## src/rtl/ftp_pkg.sv

```systemverilog
`default_nettype none

package ftp_pkg;

    localparam int GLOBAL_ENTRIES = 4;
    localparam int LOCAL_ENTRIES  = 8;

    localparam int GIDX_W = (GLOBAL_ENTRIES > 1) ? $clog2(GLOBAL_ENTRIES) : 1;
    localparam int LIDX_W = (LOCAL_ENTRIES > 1) ? $clog2(LOCAL_ENTRIES) : 1;
    localparam int SLOT_W = 3;
    localparam int WIDE_W = (GIDX_W > LIDX_W) ?
                            ((GIDX_W > SLOT_W) ? GIDX_W : SLOT_W) :
                            ((LIDX_W > SLOT_W) ? LIDX_W : SLOT_W);

    localparam int PORT_W = 16;
    localparam int NODE_W = 16;
    localparam int ADDR_W = 64;
    localparam int OUTC_W = 3;

    localparam int S_TDATA_W = 176;
    localparam int M_TDATA_W = 8;

    localparam int APB_AW = 3;
    localparam int APB_DW = 32;
    localparam logic [APB_AW-3:0] REG_SERVER_PORT = '0;

    typedef enum logic [OUTC_W-1:0] {
        OUT_WRONG_PORT     = 3'd0,
        OUT_SPOOFED        = 3'd1,
        OUT_ALREADY_GLOBAL = 3'd2,
        OUT_ALREADY_SEEN   = 3'd3,
        OUT_PROMOTED       = 3'd4,
        OUT_INSERTED       = 3'd5,
        OUT_REPLACED       = 3'd6
    } ftp_outcome_t;

    typedef enum logic [2:0] {
        ST_IDLE,
        ST_CHECK,
        ST_GSCAN,
        ST_LSCAN,
        ST_EMIT
    } ftp_state_t;

    typedef struct packed {
        logic         load_req;
        logic         g_step;
        logic         l_step;
        logic         commit;
        ftp_outcome_t outcome;
        logic         emit;
    } ftp_cmd_t;

    typedef struct packed {
        logic port_ok;
        logic sender_ok;
        logic g_hit;
        logic g_last;
        logic l_hit;
        logic l_same_node;
        logic l_last;
        logic free_avail;
        logic out_busy;
    } ftp_stat_t;

endpackage

`default_nettype wire

```

## src/rtl/ftp_ctrl.sv

```systemverilog
`default_nettype none

module ftp_ctrl (
    input  wire logic              aclk,
    input  wire logic              aresetn,
    input  wire logic              in_valid,
    output logic                   in_ready,
    input  wire ftp_pkg::ftp_stat_t stat,
    output ftp_pkg::ftp_cmd_t      cmd
);
    import ftp_pkg::*;

    ftp_state_t state_reg, state_next;

    always_ff @(posedge aclk) begin
        if (!aresetn) begin
            state_reg <= ST_IDLE;
        end else begin
            state_reg <= state_next;
        end
    end

    always_comb begin
        state_next  = state_reg;
        in_ready    = 1'b0;
        cmd         = '0;
        cmd.outcome = OUT_WRONG_PORT;
        case (state_reg)
            ST_IDLE: begin
                in_ready = 1'b1;
                if (in_valid) begin
                    cmd.load_req = 1'b1;
                    state_next   = ST_CHECK;
                end
            end
            ST_CHECK: begin
                if (!stat.port_ok) begin
                    cmd.commit  = 1'b1;
                    cmd.outcome = OUT_WRONG_PORT;
                    state_next  = ST_EMIT;
                end else if (!stat.sender_ok) begin
                    cmd.commit  = 1'b1;
                    cmd.outcome = OUT_SPOOFED;
                    state_next  = ST_EMIT;
                end else begin
                    state_next = ST_GSCAN;
                end
            end
            ST_GSCAN: begin
                if (stat.g_hit) begin
                    cmd.commit  = 1'b1;
                    cmd.outcome = OUT_ALREADY_GLOBAL;
                    state_next  = ST_EMIT;
                end else if (stat.g_last) begin
                    state_next = ST_LSCAN;
                end else begin
                    cmd.g_step = 1'b1;
                end
            end
            ST_LSCAN: begin
                if (stat.l_hit) begin
                    cmd.commit  = 1'b1;
                    cmd.outcome = stat.l_same_node ? OUT_ALREADY_SEEN : OUT_PROMOTED;
                    state_next  = ST_EMIT;
                end else if (stat.l_last) begin
                    cmd.l_step  = 1'b1;
                    cmd.commit  = 1'b1;
                    cmd.outcome = stat.free_avail ? OUT_INSERTED : OUT_REPLACED;
                    state_next  = ST_EMIT;
                end else begin
                    cmd.l_step = 1'b1;
                end
            end
            ST_EMIT: begin
                if (!stat.out_busy) begin
                    cmd.emit   = 1'b1;
                    state_next = ST_IDLE;
                end
            end
            default: begin
                state_next = ST_IDLE;
            end
        endcase
    end

endmodule

`default_nettype wire

```

## src/rtl/ftp_datapath.sv

```systemverilog
`default_nettype none

module ftp_datapath (
    input  wire logic                               aclk,
    input  wire logic                               aresetn,
    input  wire ftp_pkg::ftp_cmd_t                  cmd,
    output ftp_pkg::ftp_stat_t                      stat,
    input  wire logic [ftp_pkg::PORT_W-1:0]         server_port,
    input  wire logic [ftp_pkg::PORT_W-1:0]         in_dest_port,
    input  wire logic [ftp_pkg::NODE_W-1:0]         in_sender_node,
    input  wire logic [ftp_pkg::NODE_W-1:0]         in_node_id,
    input  wire logic [ftp_pkg::ADDR_W-1:0]         in_addr_high,
    input  wire logic [ftp_pkg::ADDR_W-1:0]         in_addr_low,
    input  wire logic                               out_ready,
    output logic                                    out_valid,
    output logic [ftp_pkg::OUTC_W-1:0]              out_outcome,
    output logic [ftp_pkg::SLOT_W-1:0]              out_slot
);
    import ftp_pkg::*;

    localparam logic [GIDX_W-1:0] G_LAST = GIDX_W'(GLOBAL_ENTRIES - 1);
    localparam logic [LIDX_W-1:0] L_LAST = LIDX_W'(LOCAL_ENTRIES - 1);

    logic [PORT_W-1:0] req_port_reg;
    logic [NODE_W-1:0] req_sender_reg;
    logic [NODE_W-1:0] req_node_reg;
    logic [ADDR_W-1:0] req_high_reg;
    logic [ADDR_W-1:0] req_low_reg;

    logic [ADDR_W-1:0] g_high_reg [GLOBAL_ENTRIES];
    logic [ADDR_W-1:0] g_low_reg  [GLOBAL_ENTRIES];
    logic [GLOBAL_ENTRIES-1:0] g_vld_reg, g_vld_next;
    logic [GIDX_W-1:0] g_ptr_reg, g_ptr_next;
    logic [GIDX_W-1:0] g_idx_reg, g_idx_next;

    logic [ADDR_W-1:0] l_high_reg [LOCAL_ENTRIES];
    logic [ADDR_W-1:0] l_low_reg  [LOCAL_ENTRIES];
    logic [NODE_W-1:0] l_node_reg [LOCAL_ENTRIES];
    logic [LOCAL_ENTRIES-1:0] l_used_reg, l_used_next;
    logic [LIDX_W-1:0] l_ptr_reg, l_ptr_next;
    logic [LIDX_W-1:0] l_idx_reg, l_idx_next;
    logic              have_free_reg, have_free_next;
    logic [LIDX_W-1:0] free_slot_reg, free_slot_next;

    logic [OUTC_W-1:0] res_outcome_reg;
    logic [SLOT_W-1:0] res_slot_reg;
    logic              m_valid_reg, m_valid_next;
    logic [OUTC_W-1:0] m_outcome_reg;
    logic [SLOT_W-1:0] m_slot_reg;

    logic [ADDR_W-1:0] g_rd_high, g_rd_low;
    logic              cur_used;
    logic [LIDX_W-1:0] ins_slot;
    logic              l_wr;
    logic [LIDX_W-1:0] l_wr_idx;
    logic              g_wr;
    logic [WIDE_W-1:0] slot_wide;

    assign g_rd_high = g_vld_reg[g_idx_reg] ? g_high_reg[g_idx_reg] : '0;
    assign g_rd_low  = g_vld_reg[g_idx_reg] ? g_low_reg[g_idx_reg]  : '0;
    assign cur_used  = l_used_reg[l_idx_reg];
    assign ins_slot  = have_free_reg ? free_slot_reg : l_idx_reg;

    always_comb begin
        stat.port_ok     = (req_port_reg == server_port);
        stat.sender_ok   = (req_sender_reg == req_node_reg);
        stat.g_hit       = (g_rd_high == req_high_reg) && (g_rd_low == req_low_reg);
        stat.g_last      = (g_idx_reg == G_LAST);
        stat.l_hit       = cur_used && (l_high_reg[l_idx_reg] == req_high_reg) &&
                           (l_low_reg[l_idx_reg] == req_low_reg);
        stat.l_same_node = (l_node_reg[l_idx_reg] == req_node_reg);
        stat.l_last      = (l_idx_reg == L_LAST);
        stat.free_avail  = have_free_reg || !cur_used;
        stat.out_busy    = m_valid_reg && !out_ready;
    end

    always_comb begin
        g_idx_next     = g_idx_reg;
        l_idx_next     = l_idx_reg;
        have_free_next = have_free_reg;
        free_slot_next = free_slot_reg;
        g_vld_next     = g_vld_reg;
        g_ptr_next     = g_ptr_reg;
        l_used_next    = l_used_reg;
        l_ptr_next     = l_ptr_reg;
        g_wr           = 1'b0;
        l_wr           = 1'b0;
        l_wr_idx       = l_idx_reg;
        slot_wide      = '0;
        m_valid_next   = m_valid_reg && !out_ready;

        if (cmd.load_req) begin
            g_idx_next     = '0;
            l_idx_next     = '0;
            have_free_next = 1'b0;
        end
        if (cmd.g_step) begin
            g_idx_next = g_idx_reg + 1'b1;
        end
        if (cmd.l_step) begin
            if (!cur_used && !have_free_reg) begin
                have_free_next = 1'b1;
                free_slot_next = l_idx_reg;
            end
            if (!stat.l_last) begin
                l_idx_next = l_idx_reg + 1'b1;
            end
        end

        if (cmd.commit) begin
            case (cmd.outcome)
                OUT_ALREADY_GLOBAL: begin
                    slot_wide = WIDE_W'(g_idx_reg);
                end
                OUT_ALREADY_SEEN: begin
                    slot_wide = WIDE_W'(l_idx_reg);
                end
                OUT_PROMOTED: begin
                    g_wr                   = 1'b1;
                    g_vld_next[g_ptr_reg]  = 1'b1;
                    g_ptr_next             = (g_ptr_reg == G_LAST) ? '0 : g_ptr_reg + 1'b1;
                    l_used_next[l_idx_reg] = 1'b0;
                    slot_wide              = WIDE_W'(g_ptr_reg);
                end
                OUT_INSERTED: begin
                    l_wr                  = 1'b1;
                    l_wr_idx              = ins_slot;
                    l_used_next[ins_slot] = 1'b1;
                    slot_wide             = WIDE_W'(ins_slot);
                end
                OUT_REPLACED: begin
                    l_wr                   = 1'b1;
                    l_wr_idx               = l_ptr_reg;
                    l_used_next[l_ptr_reg] = 1'b1;
                    l_ptr_next             = (l_ptr_reg == L_LAST) ? '0 : l_ptr_reg + 1'b1;
                    slot_wide              = WIDE_W'(l_ptr_reg);
                end
                default: begin
                    slot_wide = '0;
                end
            endcase
        end

        if (cmd.emit) begin
            m_valid_next = 1'b1;
        end
    end

    always_ff @(posedge aclk) begin
        if (!aresetn) begin
            g_vld_reg     <= '0;
            g_ptr_reg     <= '0;
            l_used_reg    <= '0;
            l_ptr_reg     <= '0;
            g_idx_reg     <= '0;
            l_idx_reg     <= '0;
            have_free_reg <= 1'b0;
            m_valid_reg   <= 1'b0;
        end else begin
            g_vld_reg     <= g_vld_next;
            g_ptr_reg     <= g_ptr_next;
            l_used_reg    <= l_used_next;
            l_ptr_reg     <= l_ptr_next;
            g_idx_reg     <= g_idx_next;
            l_idx_reg     <= l_idx_next;
            have_free_reg <= have_free_next;
            m_valid_reg   <= m_valid_next;
        end
    end

    always_ff @(posedge aclk) begin
        free_slot_reg <= free_slot_next;
        if (cmd.load_req) begin
            req_port_reg   <= in_dest_port;
            req_sender_reg <= in_sender_node;
            req_node_reg   <= in_node_id;
            req_high_reg   <= in_addr_high;
            req_low_reg    <= in_addr_low;
        end
        if (g_wr) begin
            g_high_reg[g_ptr_reg] <= req_high_reg;
            g_low_reg[g_ptr_reg]  <= req_low_reg;
        end
        if (l_wr) begin
            l_high_reg[l_wr_idx] <= req_high_reg;
            l_low_reg[l_wr_idx]  <= req_low_reg;
            l_node_reg[l_wr_idx] <= req_node_reg;
        end
        if (cmd.commit) begin
            res_outcome_reg <= cmd.outcome;
            res_slot_reg    <= slot_wide[SLOT_W-1:0];
        end
        if (cmd.emit) begin
            m_outcome_reg <= res_outcome_reg;
            m_slot_reg    <= res_slot_reg;
        end
    end

    assign out_valid   = m_valid_reg;
    assign out_outcome = m_outcome_reg;
    assign out_slot    = m_slot_reg;

`ifndef NO_ASSERTIONS
    a_emit_into_free_reg: assert property (@(posedge aclk) disable iff (!aresetn)
        cmd.emit |-> !(m_valid_reg && !out_ready))
        else $error("result overwrote a pending transfer");

    a_promote_frees_slot: assert property (@(posedge aclk) disable iff (!aresetn)
        (cmd.commit && cmd.outcome == OUT_PROMOTED) |=> !l_used_reg[$past(l_idx_reg)])
        else $error("promoted address left its local slot in use");

    a_reject_slot_zero: assert property (@(posedge aclk) disable iff (!aresetn)
        (cmd.commit && (cmd.outcome == OUT_WRONG_PORT || cmd.outcome == OUT_SPOOFED))
        |=> res_slot_reg == '0)
        else $error("rejected request reported a nonzero slot");

    a_insert_sets_used: assert property (@(posedge aclk) disable iff (!aresetn)
        (cmd.commit && (cmd.outcome == OUT_INSERTED || cmd.outcome == OUT_REPLACED))
        |=> l_used_reg[$past(l_wr_idx)])
        else $error("written local slot not marked used");
`endif

endmodule

`default_nettype wire

```

## src/rtl/filter_table_promoter_unit.sv

```systemverilog
// Channel   Dir  Handshake         Payload
// s_*       in   tvalid/tready     request: port, sender, node, 128-bit address
// m_*       out  tvalid/tready     result: outcome, slot
// APB       in   psel/penable      server_port at byte address 0
//
// Request to result: IDLE, CHECK, the global scan (G = 4 global entries), the local scan
// (L = 8 local entries) and EMIT; the table scan compares one entry per cycle.
// Rejected requests skip both scans; one request is in flight at a time.
// A finished result waits in the output register while the next request is taken.
// aresetn is synchronous; it clears the used and valid bits, no clearing pass.
`default_nettype none

module filter_table_promoter_unit (
    input  wire logic                           aclk,
    input  wire logic                           aresetn,
    input  wire logic                           s_tvalid,
    output logic                                s_tready,
    // dest_port, sender_node, node_id, block_addr_high, block_addr_low
    input  wire logic [ftp_pkg::S_TDATA_W-1:0]  s_tdata,
    output logic                                m_tvalid,
    input  wire logic                           m_tready,
    // outcome, slot, zero pad
    output logic [ftp_pkg::M_TDATA_W-1:0]       m_tdata,
    input  wire logic                           psel,
    input  wire logic                           penable,
    input  wire logic                           pwrite,
    input  wire logic [ftp_pkg::APB_AW-1:0]     paddr,
    input  wire logic [ftp_pkg::APB_DW-1:0]     pwdata,
    output logic [ftp_pkg::APB_DW-1:0]          prdata,
    output logic                                pready
);
    import ftp_pkg::*;

    logic [PORT_W-1:0] server_port_reg;
    ftp_cmd_t          cmd;
    ftp_stat_t         stat;
    logic [OUTC_W-1:0] res_outcome;
    logic [SLOT_W-1:0] res_slot;
    logic              reg_hit;

    assign pready  = 1'b1;
    assign reg_hit = (paddr[APB_AW-1:2] == REG_SERVER_PORT);

    always_ff @(posedge aclk) begin
        if (!aresetn) begin
            server_port_reg <= '0;
        end else if (psel && penable && pwrite && pready && reg_hit) begin
            server_port_reg <= pwdata[PORT_W-1:0];
        end
    end

    assign prdata = reg_hit ? {{(APB_DW-PORT_W){1'b0}}, server_port_reg} : '0;

    ftp_ctrl u_ctrl (
        .aclk     (aclk),
        .aresetn  (aresetn),
        .in_valid (s_tvalid),
        .in_ready (s_tready),
        .stat     (stat),
        .cmd      (cmd)
    );

    ftp_datapath u_datapath (
        .aclk           (aclk),
        .aresetn        (aresetn),
        .cmd            (cmd),
        .stat           (stat),
        .server_port    (server_port_reg),
        .in_dest_port   (s_tdata[15:0]),
        .in_sender_node (s_tdata[31:16]),
        .in_node_id     (s_tdata[47:32]),
        .in_addr_high   (s_tdata[111:48]),
        .in_addr_low    (s_tdata[175:112]),
        .out_ready      (m_tready),
        .out_valid      (m_tvalid),
        .out_outcome    (res_outcome),
        .out_slot       (res_slot)
    );

    assign m_tdata = {{(M_TDATA_W-OUTC_W-SLOT_W){1'b0}}, res_slot, res_outcome};

endmodule

`default_nettype wire
```

## config.mk

```make
export PLATFORM = sky130hd
export DESIGN_NAME = filter_table_promoter_unit
export DESIGN_NICKNAME = d
export VERILOG_FILES = /design/src/rtl/ftp_pkg.sv /design/src/rtl/ftp_ctrl.sv /design/src/rtl/ftp_datapath.sv /design/src/rtl/filter_table_promoter_unit.sv
export SDC_FILE = /design/constraint.sdc
export NUM_CORES = 2
export LEC_CHECK = 0
export BUFFER_PORTS_ARGS = -buffer_cell sky130_fd_sc_hd__buf_4
export CAP_MARGIN = 15
export CORE_MARGIN = 1
export CORE_UTILIZATION = 45
export CTS_CLUSTER_DIAMETER = 120
export DETAILED_ROUTE_END_ITERATION = 8
export PLACE_DENSITY = 0.7
export SYNTH_ARGS = -nofsm -noshare
export SYNTH_HDL_FRONTEND = slang
export SYNTH_HIERARCHICAL = 1
export SYNTH_SLANG_ARGS = --single-unit
export TNS_END_PERCENT = 20
```

## constraint.sdc

```tcl
create_clock -name aclk -period 10.85 [get_ports aclk]
set_clock_uncertainty 0.15 [all_clocks]
set_input_delay 3.255 -clock aclk [delete_from_list [all_inputs] [get_ports aclk]]
set_output_delay 3.255 -clock aclk [all_outputs]
set_load 0.05 [all_outputs]
```

# After elaboration in Yosys (flattened, before gate mapping)
# Memories as Yosys holds them, arrays and structs flattened. A register that Yosys moved wholly into a read port is not among the register bits.
# Cells that the tools add are included.
# totals
ff_bits	234
ramBits	1664
input_bits	218
output_inout_bits	43
elab_cells	166
memories	5
# memory_table
memory	words	word_bits	rd	rd_ports_with_merged_regs	wr	line_no	rtl
u_datapath.l_high_reg	8	64	1	1	1	ftp_datapath.sv:36	logic [ADDR_W-1:0] l_high_reg [LOCAL_ENTRIES];
u_datapath.l_low_reg	8	64	1	1	1	ftp_datapath.sv:37	logic [ADDR_W-1:0] l_low_reg [LOCAL_ENTRIES];
u_datapath.g_high_reg	4	64	1	1	1	ftp_datapath.sv:30	logic [ADDR_W-1:0] g_high_reg [GLOBAL_ENTRIES];
u_datapath.g_low_reg	4	64	1	1	1	ftp_datapath.sv:31	logic [ADDR_W-1:0] g_low_reg [GLOBAL_ENTRIES];
u_datapath.l_node_reg	8	16	1	1	1	ftp_datapath.sv:38	logic [NODE_W-1:0] l_node_reg [LOCAL_ENTRIES];
# op_classes
n_addsub	4
order_cmp	9
n_eq_ne	24
muxes	73
bitwise	6
n_reduce_logical	25
# op_table
operator	n
equality test 64 bit	4
two-way mux 64 bit	2
two-way mux 3 bit	18
equality test 16 bit	3
case mux 3 bit (5 select lines)	2
two-way mux 1 bit	28
case mux 8 bit (3 select lines)	1
two-way mux 4 bit	5
equality test 3 bit (second input constant)	6
two-way mux 16 bit	1
two-way mux 2 bit	8
OR 8 bit	2
equality test 3 x 2 -> 1 bit (second input constant)	4
logical AND 1 bit	12
less-than comparator 3 x 4 -> 1 bit (second input constant)	3
case mux 4 bit (3 select lines)	1
demux 1 bit (select 3 bit)	3
>= comparator 3 x 1 -> 1 bit (second input constant)	3
AND 8 bit	1
NOT 8 bit	1
AND reduction 2 bit	4
adder 3 x 1 -> 3 bit (second input constant)	2
less-than comparator 2 x 3 -> 1 bit (second input constant)	2
inequality test 3 bit (second input constant)	2
other kinds (18)	23

# Logic depth before layout (Yosys ltp)
# logic_depth
word_depth	14
ltp_mapped	26
mapped_depth_nobuf	19

# Hierarchy
# Netlist, hierarchy kept.
# modules_own_cells
mod	n_inst	cells_per_inst	area_each_um2	seq_area_each_um2
ftp_datapath	1	3904	73843.3	56223.9
filter_table_promoter_unit	1	108	922.1	320.3
ftp_ctrl	1	40	329.1	60.1

# Worst setup path after synthesis
# No wires, ideal clock.
# synth_timing
path_kind	reg2reg
start	register (tool-made name)
end	register u_datapath.l_used_reg[4]
setup_time_ns	0.087
arrival_time_ns	11.310
t_required_ns	10.613
slack_ns	-0.696
stages_incl_launch_ff	22
n_path_buf	6
synth_period_minus_slack_ns	11.546
path_cell_list	dfxtp_1 > buf_6 > buf_12 > buf_6 > buf_6 > buf_4 > mux4_2 > o21ai_0 > nor2_1 > a211oi_1 > a41oi_1 > nor3_1 > o2111ai_1 > nor4_1 > nor2_1 > nor3b_2 > o21ba_1 > clkbuf_1 > o21ai_0 > or2_2 > nor2_1 > o221a_2
# synth_lines
element	line_no	rtl
to (signal assigned)	ftp_datapath.sv:162	l_used_reg <= l_used_next;
to (decl)	ftp_datapath.sv:39	logic [LOCAL_ENTRIES-1:0] l_used_reg, l_used_next;

==> results.yml <==
critical_path:
  r2r_cells: 16
  cpPeakStageDelay_ns: 1.09
  reg2reg_slack_ns: 1.99
  path_delay_family: "simple AND/OR/NAND/NOR gates"
  end_kind: "flip-flop"
  cp_max_fo: 40
  path_cells: "buf_12 -> nor2b_2 -> buf_4 -> a22o_1 -> a22oi_1 -> a211o_1 -> a2111oi_0 -> nand4_1 -> nor4_1 -> and4_1 -> nor3b_4 -> nor3b_2 -> o21ba_1 -> nand3b_1 -> nor2_4 -> buf_4"
  path_common_cell: "buf_4"
  critPathBufInv: 3
  r2r_end: "u_datapath/g_high_reg[2][16]"
  slowest_stage: "nor2_4"
  crit_path_start_kind: "flip-flop"
  startpoint: "u_datapath/l_idx_reg[2]"
  crit_required_ns: 11.17
  r2r_start: "u_datapath/l_idx_reg[2]"
  worstSetupPathType: "reg2reg"
  worstPathArrival_ns: 9.18
power_and_ir_drop:
  power_density_mw_per_mm2: 175
  p_leak_uw: 0.0268
  ir_worst_vdd_mv: 0.170
  power.total_uw: 15100
drt:
  vias: 40384
  drc_errors: 10
  ant_nets: 0
  routed_wl_um: 185000
  drt-vias-per-instance: 5.97
  firstDrtPassIters: 8
  drt_iter0_drc: 4563
  wl_per_cell_um: 27.4
synthesis:
  synth_area_per_cell_um2: 18.5
  synth_cells: 4052
  synthFlopType: "edfxtp_1"
  synthDistinctLibCells: 91
  ys_seq_area_share_pct: 75.4
  synth_warnings: 6
  yosys_register_bits: 1900
  async_flop_share_pct: 0
  netlist_area_mm2: 0.0751
  synth-edff-count: 1855
sta:
  setup_viol: 0
  worst_slew_pin_slew_ns: 1.14
  timing.final.ws_setup_ns: 1.99
  rsz0062_at_grt: "false"
  maxSlewViolCount: 0
  fmax_mhz: 113
  maxSlewHeadroom_pct: 24.3
  hold_viol_final: 0
  layout_min_cycle_time_ns: 8.86
  post-route-period-util_pct: 81.6
  fin_tns_setup_ns: 0
clock_tree:
  cts_buffers: 187
  root_buffer: "clkbuf_16"
  post_cts_resized: 0
  clock_path_buffers: 3
  cts_post_setup_buffers_inserted: 0
  htreeDepth: 4
  hold_buffers: 0
  clk_latency_ns: 0.85
  cts_sinks: 1900
  cts_tree: "built"
  clkSlewWorstSetupHoldPaths_ns: 0.06
global_routing:
  overflow: 0
  grt.total_usage_pct: 21.8
  grt_first_pass_wirelength_um: 268000
  first_global_vias: 39510
  grt_max_degree: 146
  antenna_found_initial: 8
min_path:
  hp-start: "u_datapath/res_outcome_reg[0]"
  whs_path_depth: 0
  hp-class: "reg2reg"
  min_delay_worst_endpoint: "u_datapath/out_outcome[0]"
final_layout:
  multi_input_area_mm2: 0.0173
  drive_above_1_share_pct: 21.2
  regArea_mm2: 0.0566
  synthToLayoutAreaGrowth_pct: 14.6
  n_fill_cell: 12799
  fin_nets: 4653
floorplanning:
  die_y_um: 411
  initial_core_util_pct: 45.4
  dieArea_mm2: 0.169
  rows: 149
  boundaryPins: 261
  chipWidth_um: 411
  core_area_mm2: 0.165
placed_design:
  place_congestion: 0.823
  dpl_worst_slack_ns: 2.14
  numPortBuffers: 223
  hpwl_um: 111000
status:
  status: "complete, but fails checks"
  violations: "DRC"
run:
  cap_violations: 0
## how the worst max path moves through the flow
stage                                    to  slack, ns  cells after the start
6_report       u_datapath/g_high_reg[2][16]       1.99                     16
5_1_grt        u_datapath/g_high_reg[2][16]       1.61                     16
4_1_cts        u_datapath/g_high_reg[2][16]       2.04                     16
3_5_place_dp    u_datapath/g_low_reg[2][51]       2.14                     16
3_3_place_gp    u_datapath/g_low_reg[2][51]       2.19                     16
2_1_floorplan   u_datapath/g_high_reg[2][0]       0.57                     20
## final cells by class
cell class                 count  area share (%)
tap                         2189            3.18
antenna                        2         0.00582
clock buffer                 238            5.68
multi-input combinational   1923            20.1
sequential                  1900            65.8
timing repair buffer         384            3.86
clock inverter               104            1.29
inverter                      30           0.132
## cell usage in the layout (no fill, tap or decap), types with 12 or more instances in the layout
cell | netlist | routed
mux4_2 | 177 | 176
clkinv_2 | 0 | 31
buf_4 | 52 | 348
a22oi_1 | 170 | 170
a22o_1 | 24 | 24
o22ai_1 | 39 | 39
clkbuf_16 | 0 | 187
clkbuf_1 | 64 | 49
a222oi_1 | 19 | 19
nor3_1 | 17 | 16
inv_1 | 29 | 28
nor4_1 | 21 | 20
edfxtp_1 | 1855 | 1855
nand3_1 | 50 | 50
a221oi_1 | 46 | 46
xnor2_1 | 131 | 131
a21oi_1 | 44 | 44
o21ai_0 | 115 | 115
a211oi_1 | 21 | 21
a31oi_1 | 21 | 21
nand4_1 | 42 | 42
nand2_1 | 120 | 120
nor2b_1 | 38 | 35
bufinv_16 | 0 | 12
o221ai_1 | 12 | 12
dfxtp_1 | 45 | 40
clkinv_1 | 0 | 35
nor2_4 | 0 | 13
xor2_1 | 58 | 58
mux2_2 | 89 | 89
a221o_1 | 31 | 31
buf_12 | 3 | 35
conb_1 | 2 | 19
nand3b_1 | 34 | 34
nor2_1 | 119 | 105
mux2i_1 | 227 | 227
nand2b_1 | 17 | 17
## worst register-to-register path, cell delays in order (launching register included)
cell	delay, ns
dfxtp_4	0.80
buf_12	0.36
nor2b_2	0.65
buf_4	0.40
a22o_1	0.20
a22oi_1	0.31
a211o_1	0.38
a2111oi_0	0.77
nand4_1	0.16
nor4_1	0.52
and4_1	0.59
nor3b_4	0.10
nor3b_2	0.26
o21ba_1	0.54
nand3b_1	0.75
nor2_4	1.09
buf_4	0.47
## cell usage after synthesis (all sizes together) (10+ instances only)
master / instances / share of area [%]
xor2: 58 / 0.68
a22o: 24 / 0.28
a221o: 31 / 0.41
nand2: 120 / 0.60
edfxtp: 1855 / 74
nor3: 17 / 0.11
a211oi: 21 / 0.21
a31oi: 21 / 0.17
nand3: 50 / 0.33
nor2b: 39 / 0.33
xnor2: 131 / 1.5
o221ai: 12 / 0.14
a221oi: 46 / 0.54
a222oi: 19 / 0.25
inv: 30 / 0.15
o21ai: 119 / 0.79
a22oi: 170 / 1.7
nand4b: 11 / 0.13
mux2: 94 / 1.4
a21oi: 44 / 0.29
clkbuf: 64 / 0.32
buf: 152 / 1.4
o221a: 11 / 0.16
mux2i: 227 / 3.0
nor4: 22 / 0.19
nand2b: 17 / 0.14
o32ai: 11 / 0.13
mux4: 183 / 5.5
nand4: 42 / 0.35
nand3b: 34 / 0.34
dfxtp: 45 / 1.2
o22ai: 39 / 0.32
o21a: 11 / 0.11
nor2: 120 / 0.60
a2111oi: 10 / 0.14
## cells by family (layout without fill, tap and decap cells)
group | Yosys count | count (layout) | share of synthesized area (%)
and+or+nand+nor | 546 | 546 | 3.95
DFF | 1900 | 1900 | 75.4
xor gates and xnor gates | 189 | 189 | 2.20
buffers and inverters | 246 | 756 | 1.91
adders and majority gates | 9 | 9 | 0.150
AOI/OAI and AO/OA | 656 | 656 | 6.44
muxes | 504 | 504 | 9.96
other | 2 | 21 | 0.0100
## layer usage
| layer | share of wire, % | routed length (um) | track usage (%) |
|---|---|---|---|
| met1 | 41 | 75300 | 30.8 |
| met2 | 47 | 88000 | 34.6 |
| met4 | 2.9 | 5310 | 7.08 |
| met3 | 9.0 | 16600 | 3.64 |
| met5 | 0 | 0 | 0 |
## through the flow
step / area, um^2 / util, % / instances / hold WS (ns)
after global routing: 86100 / 52.0 / 6770 / 0.290
after global placement: 80100 / 48.4 / 6425 / 0.262
after floorplan: 75200 / - / 4069 / 0.250
after detailed placement: 80100 / 48.4 / 6425 / 0.262
final: 86100 / 52.0 / 6770 / 0.273
after CTS: 86100 / 52.0 / 6767 / 0.277
## report_power, final
part           switching, uW  internal (uW)
logic                    272            147
clock network           2800           3510
registers                160           8200
Power figures use the tool's default switching activity.
